**config.mk**
```make
export PLATFORM = sky130hd
export DESIGN_NAME = rrlh_fifo
export DESIGN_NICKNAME = d
export VERILOG_FILES = /design/src/hw/rtl/ray_rectangle_light_hit_assert.svh /design/src/hw/rtl/rrlh_pkg.sv /design/src/hw/rtl/rrlh_fifo.sv
export SDC_FILE = /design/constraint.sdc
export NUM_CORES = 1
export LEC_CHECK = 0
export BUFFER_PORTS_ARGS = -buffer_cell sky130_fd_sc_hd__buf_2
export CAP_MARGIN = 15
export CORE_ASPECT_RATIO = 0.5
export CORE_MARGIN = 2
export CORE_UTILIZATION = 35
export DETAILED_ROUTE_END_ITERATION = 16
export PLACE_DENSITY = 0.56
export SETUP_SLACK_MARGIN = 0.05
export SYNTH_ARGS = -nofsm -noshare
export SYNTH_HDL_FRONTEND = slang
export SYNTH_SLANG_ARGS = --single-unit
```
**constraint.sdc**
```tcl
create_clock -name clk -period 6.8 [get_ports clk]
set_input_delay 1.7 -clock clk [delete_from_list [all_inputs] [get_ports clk]]
set_output_delay 1.7 -clock clk [all_outputs]
set_load 0.05 [all_outputs]
```
**src/hw/rtl/ray_rectangle_light_hit_assert.svh**
```systemverilog
// Assertion macros for the rectangle light hit block.
// Clocked on clk, disabled while arst_n is low; used by the top level only.
`ifndef RAY_RECTANGLE_LIGHT_HIT_ASSERT_SVH
`define RAY_RECTANGLE_LIGHT_HIT_ASSERT_SVH
`ifndef SYNTHESIS
`define RRLH_ASSERT_IMPL(lbl, ante, cons) \
	lbl: assert property (@(posedge clk) disable iff (!arst_n) (ante) |-> (cons)) \
		else $error("rrlh assertion failed");
`define RRLH_ASSERT_NEXT(lbl, ante, cons) \
	lbl: assert property (@(posedge clk) disable iff (!arst_n) (ante) |=> (cons)) \
		else $error("rrlh assertion failed");
`else
`define RRLH_ASSERT_IMPL(lbl, ante, cons)
`define RRLH_ASSERT_NEXT(lbl, ante, cons)
`endif
`endif

```
**src/hw/rtl/rrlh_pkg.sv**
```systemverilog
// Shared widths, register codes and types of the rectangle light hit block.
// No dependencies.
package rrlh_pkg;
	localparam int CW   = 20;             // coordinate width
	localparam int FB   = 8;              // fraction bits
	localparam int WW   = CW + 1;         // origin minus centre
	localparam int PW   = WW + CW + 2;    // plane dot products
	localparam int MW   = PW - 1;         // magnitude of a positive dot product
	localparam int NW   = MW + FB;        // dividend
	localparam int QB   = CW + FB + 2;    // quotient bits
	localparam int TW   = CW + FB + 1;    // t up to and including the cap
	localparam int PRW  = CW + TW + 1;    // direction times t
	localparam int PTW  = CW + TW - FB;   // unsaturated hit point
	localparam int QW   = PTW + 1;        // hit point minus centre
	localparam int SW   = QW + CW + 2;    // edge projections
	localparam int UUW  = 2 * CW + 2;     // squared edge length
	localparam int QD   = 4;              // queue depth
	localparam int QAW  = $clog2(QD);
	localparam int RW   = 64;             // APB data width
	localparam int AW   = 6;              // APB address width
	localparam int RIW  = AW - 3;         // register index width

	localparam logic [RIW-1:0] REG_KIND   = RIW'(0);
	localparam logic [RIW-1:0] REG_CENTER = RIW'(1);
	localparam logic [RIW-1:0] REG_NORMAL = RIW'(2);
	localparam logic [RIW-1:0] REG_EDGE_U = RIW'(3);
	localparam logic [RIW-1:0] REG_EDGE_V = RIW'(4);

	localparam logic [1:0] LIGHT_AREA = 2'd2;

	typedef logic [2:0][CW-1:0] vec3_t;

	typedef struct packed {
		logic [1:0] kind;
		vec3_t      c;
		vec3_t      n;
		vec3_t      u;
		vec3_t      v;
	} lcfg_t;

	typedef struct packed {
		logic          ok;
		logic [MW-1:0] num;
		logic [MW-1:0] den;
		vec3_t         o;
		vec3_t         d;
	} qent_t;

	typedef struct packed {
		logic  ok;
		vec3_t o;
		vec3_t d;
	} tag_t;
endpackage

```
**src/hw/rtl/rrlh_fifo.sv**
```systemverilog
// Short queue between the front and back ends.
// Depends on rrlh_pkg.
module rrlh_fifo import rrlh_pkg::*; (
	input  logic  clk,
	input  logic  arst_n,
	input  logic  push,
	input  qent_t wdata,
	output logic  full,
	input  logic  pop,
	output qent_t rdata,
	output logic  empty
);
	qent_t          mem_q [QD];
	logic [QAW-1:0] wp_q, rp_q;
	logic [QAW:0]   cnt_q;

	assign full  = (cnt_q == (QAW+1)'(QD));
	assign empty = (cnt_q == '0);
	assign rdata = mem_q[rp_q];

	always_ff @(posedge clk or negedge arst_n) begin
		if (!arst_n) begin
			wp_q  <= '0;
			rp_q  <= '0;
			cnt_q <= '0;
		end else begin
			if (push)
				wp_q <= wp_q + 1'b1;
			if (pop)
				rp_q <= rp_q + 1'b1;
			cnt_q <= cnt_q + (QAW+1)'(push) - (QAW+1)'(pop);
		end
	end

	always_ff @(posedge clk) begin
		if (push)
			mem_q[wp_q] <= wdata;
	end
endmodule

```
==> qor.csv <==
metric,value,unit
power.leakage,12.03,nW
clk_latency,0.63,ns
timing.reg2reg.setup_slack,4.33,ns
setup_slack,2.051,ns
num-fill-cells,7237,
outcome,completed,
peakVddDrop,217.4,uV
placed_area,33410,um^2
ctsHoldBuffers,0,
dpl_worst_slack,2.609,ns
place_congestion,0.7300,
path_cells,buf_12 > mux4_2 > buf_2,
synthTopCellsByArea,"edfxtp_1 82%, mux4_2 15%, buf_6 0.60%, dfrtp_1 0.58%, buf_2 0.40%",
synth_warnings,0,
grt_pass1_vias,13840,
route.met2.wl,36730,um
min_path_type,flop to flop,
min_period,4.749,ns
cp_data_required_time,5.10,ns
fin_worst_skew,0.01948,ns
yosys.area.top_type,edfxtp_1,
slew_headroom,30.61,%
yosysSeqAreaShare,82.80,%
ys_ff_latch,827,
max_slew.worst_pin.slew,1.041,ns
grt_max_degree,134,
stdcell_area,35920,um^2
setup_viol,0,
dr_wl_met3,2340,um
rsz0062_at_grt,false,
highest_layer,met5,
area_growth,19.95,%
yosysTopAreaCellShare,82.22,%
dr.first_iter.drc_count,979,
finalNonFillerCells,2752,
pin_count,416,
worst_setup_path_start_kind,flop,
final_cell_mix,"820 x edfxtp_1, 415 x buf_2, 205 x mux4_2",
r2r_start,wp_q[0],
drv_slew,0,
drtPass1Iterations,6,
htreeDepth,3,
cts_resized,0,
fin_crit_sh,69.84,%
die_w,417.7,um
clk_path_buf_depth,3,
routedWlPerCell,23.65,um
dp_hpwl,39520,um
endpoint_kind,output port,
viasPerCell,4.784,
drcViolationCount,0,
overflow,0,
cp_slowest_cell,dfrtp_4,
wl_met1,24020,um
portBuffers,415,
path_clk_slew,0.07,ns
initial_core_util,35.54,%
cp-endpoint,rdata[138],
syn-cell-area,29950,um^2
grtUsageTotal,14.73,%
grt_antenna_before_repair,21,
rr_endpoint,mem_q[2][129],
core_area,84270,um^2
synth_cell_type_count,16,
max_freq,210.6,MHz
routed_wl,65100,um
crit_fanout,44,
vias,13170,
crit_arrival,3.05,ns
row_count,75,
worstRegToRegCells,4,
maxCapViolCount,0,
powerDensity,507.2,nW/um^2
dieHeight,210.8,um
dieArea,88070,um^2
crit_path_max_incr_delay,1.02,ns
mostFrequentLayoutCell,edfxtp_1,
hold_viol,0,
numCtsBuffers,77,
drive_above_1_share,45.92,%
fin_setup_tns,0,ns
syn-num-nets,1321,
cts_tree,done,
syn_inst,1105,
avgSynthCellArea,27.10,um^2
clock_sinks,827,
critical_path_class,flop to output port,
place_inst,2607,
cts_setup_buffers,0,
grt_pass1_wl,94000,um
clockRootBuffer,clkbuf_16,
antenna_left,0,
startpoint,rp_q[0],
nets,1786,
-- synth_stat cells --
| library cell | instances |
|---|---|
| xor2_1 | 2 |
| xnor2_1 | 3 |
| edfxtp_1 | 820 |
| buf_6 | 16 |
| inv_1 | 6 |
| ha_1 | 6 |
| nor3_1 | 1 |
| and3_1 | 1 |
| mux4_2 | 205 |
| and2_1 | 4 |
| o21ai_0 | 1 |
| fa_1 | 1 |
| nand2_1 | 2 |
| dfrtp_1 | 7 |
| buf_2 | 24 |
| clkbuf_1 | 6 |
-- stage by stage --
stage | total power [mW] | hold WS (ns) | utilization (%)
finish | 18.22 | 0.5415 | 42.63
global route | 18.93 | 0.5697 | 42.63
CTS | 18.55 | 0.5434 | 42.61
detailed placement | 14.20 | 0.5336 | 39.64
global placement | 14.19 | 0.5208 | 39.64
floorplan | 12.44 | 0.4914 | -
-- layer usage --
| layer | up-vias | track usage (%) |
|---|---|---|
| li1 | 5764 | - |
| met1 | 7033 | 16.73 |
| met2 | 229 | 27.35 |
| met3 | 130 | 3.496 |
| met4 | 10 | 4.706 |
| met5 | - | 0 |
-- logic make-up after synthesis --
logic type,count (synthesis),synth area share [%]
multiplexers,205,15.42
buffers and inverters,52,1.153
AO/OA/AOI/OAI,1,0.01670
flip-flops,827,82.80
XOR/XNOR,5,0.1462
adder cells (fa/ha/maj),7,0.3175
AND/OR/NAND/NOR,8,0.1462
-- worst max-delay path: cells and delay by family (launching register included) --
kind                   cells  cell delay [ns]
DFF                        1             1.02
buffers and inverters      2             0.63
muxes                      1             0.58
-- flip-flops by register name, summed over array words and instances, names as in the netlist --
signal and count:
mem_q 820, cnt_q 3, rp_q 2, wp_q 2
-- how the worst min path moves through the flow --
stage          startpoint      end  slack (ns)  depth (start not counted)
6_report          wp_q[0]  wp_q[0]        0.54                          1
4_1_cts           wp_q[0]  wp_q[0]        0.54                          1
3_5_place_dp      wp_q[0]  wp_q[0]        0.53                          1
3_3_place_gp      wp_q[0]  wp_q[0]        0.52                          1
5_1_grt           wp_q[0]  wp_q[0]        0.57                          1
2_1_floorplan     wp_q[0]  wp_q[0]        0.49                          1
-- final cells by class --
cell class | instances | area (um^2) | area share (%)
clock inverters | 42 | 432.9 | 1.205
flip-flops and latches | 827 | 24810 | 69.06
repair buffers | 432 | 2367 | 6.590
multi-input cells | 226 | 4815 | 13.40
well taps | 1116 | 1396 | 3.887
clock buffers | 98 | 2069 | 5.761
inverters | 6 | 22.52 | 0.06270
diodes | 5 | 12.51 | 0.03483
-- report_power, final --
group | total, mW | switching (mW) | internal (mW)
Clock | 4.31 | 1.84 | 2.47
Sequential | 7.00 | 0.340 | 6.66
Combinational | 6.91 | 4.92 | 1.99
(Power assumes the default switching activity.)
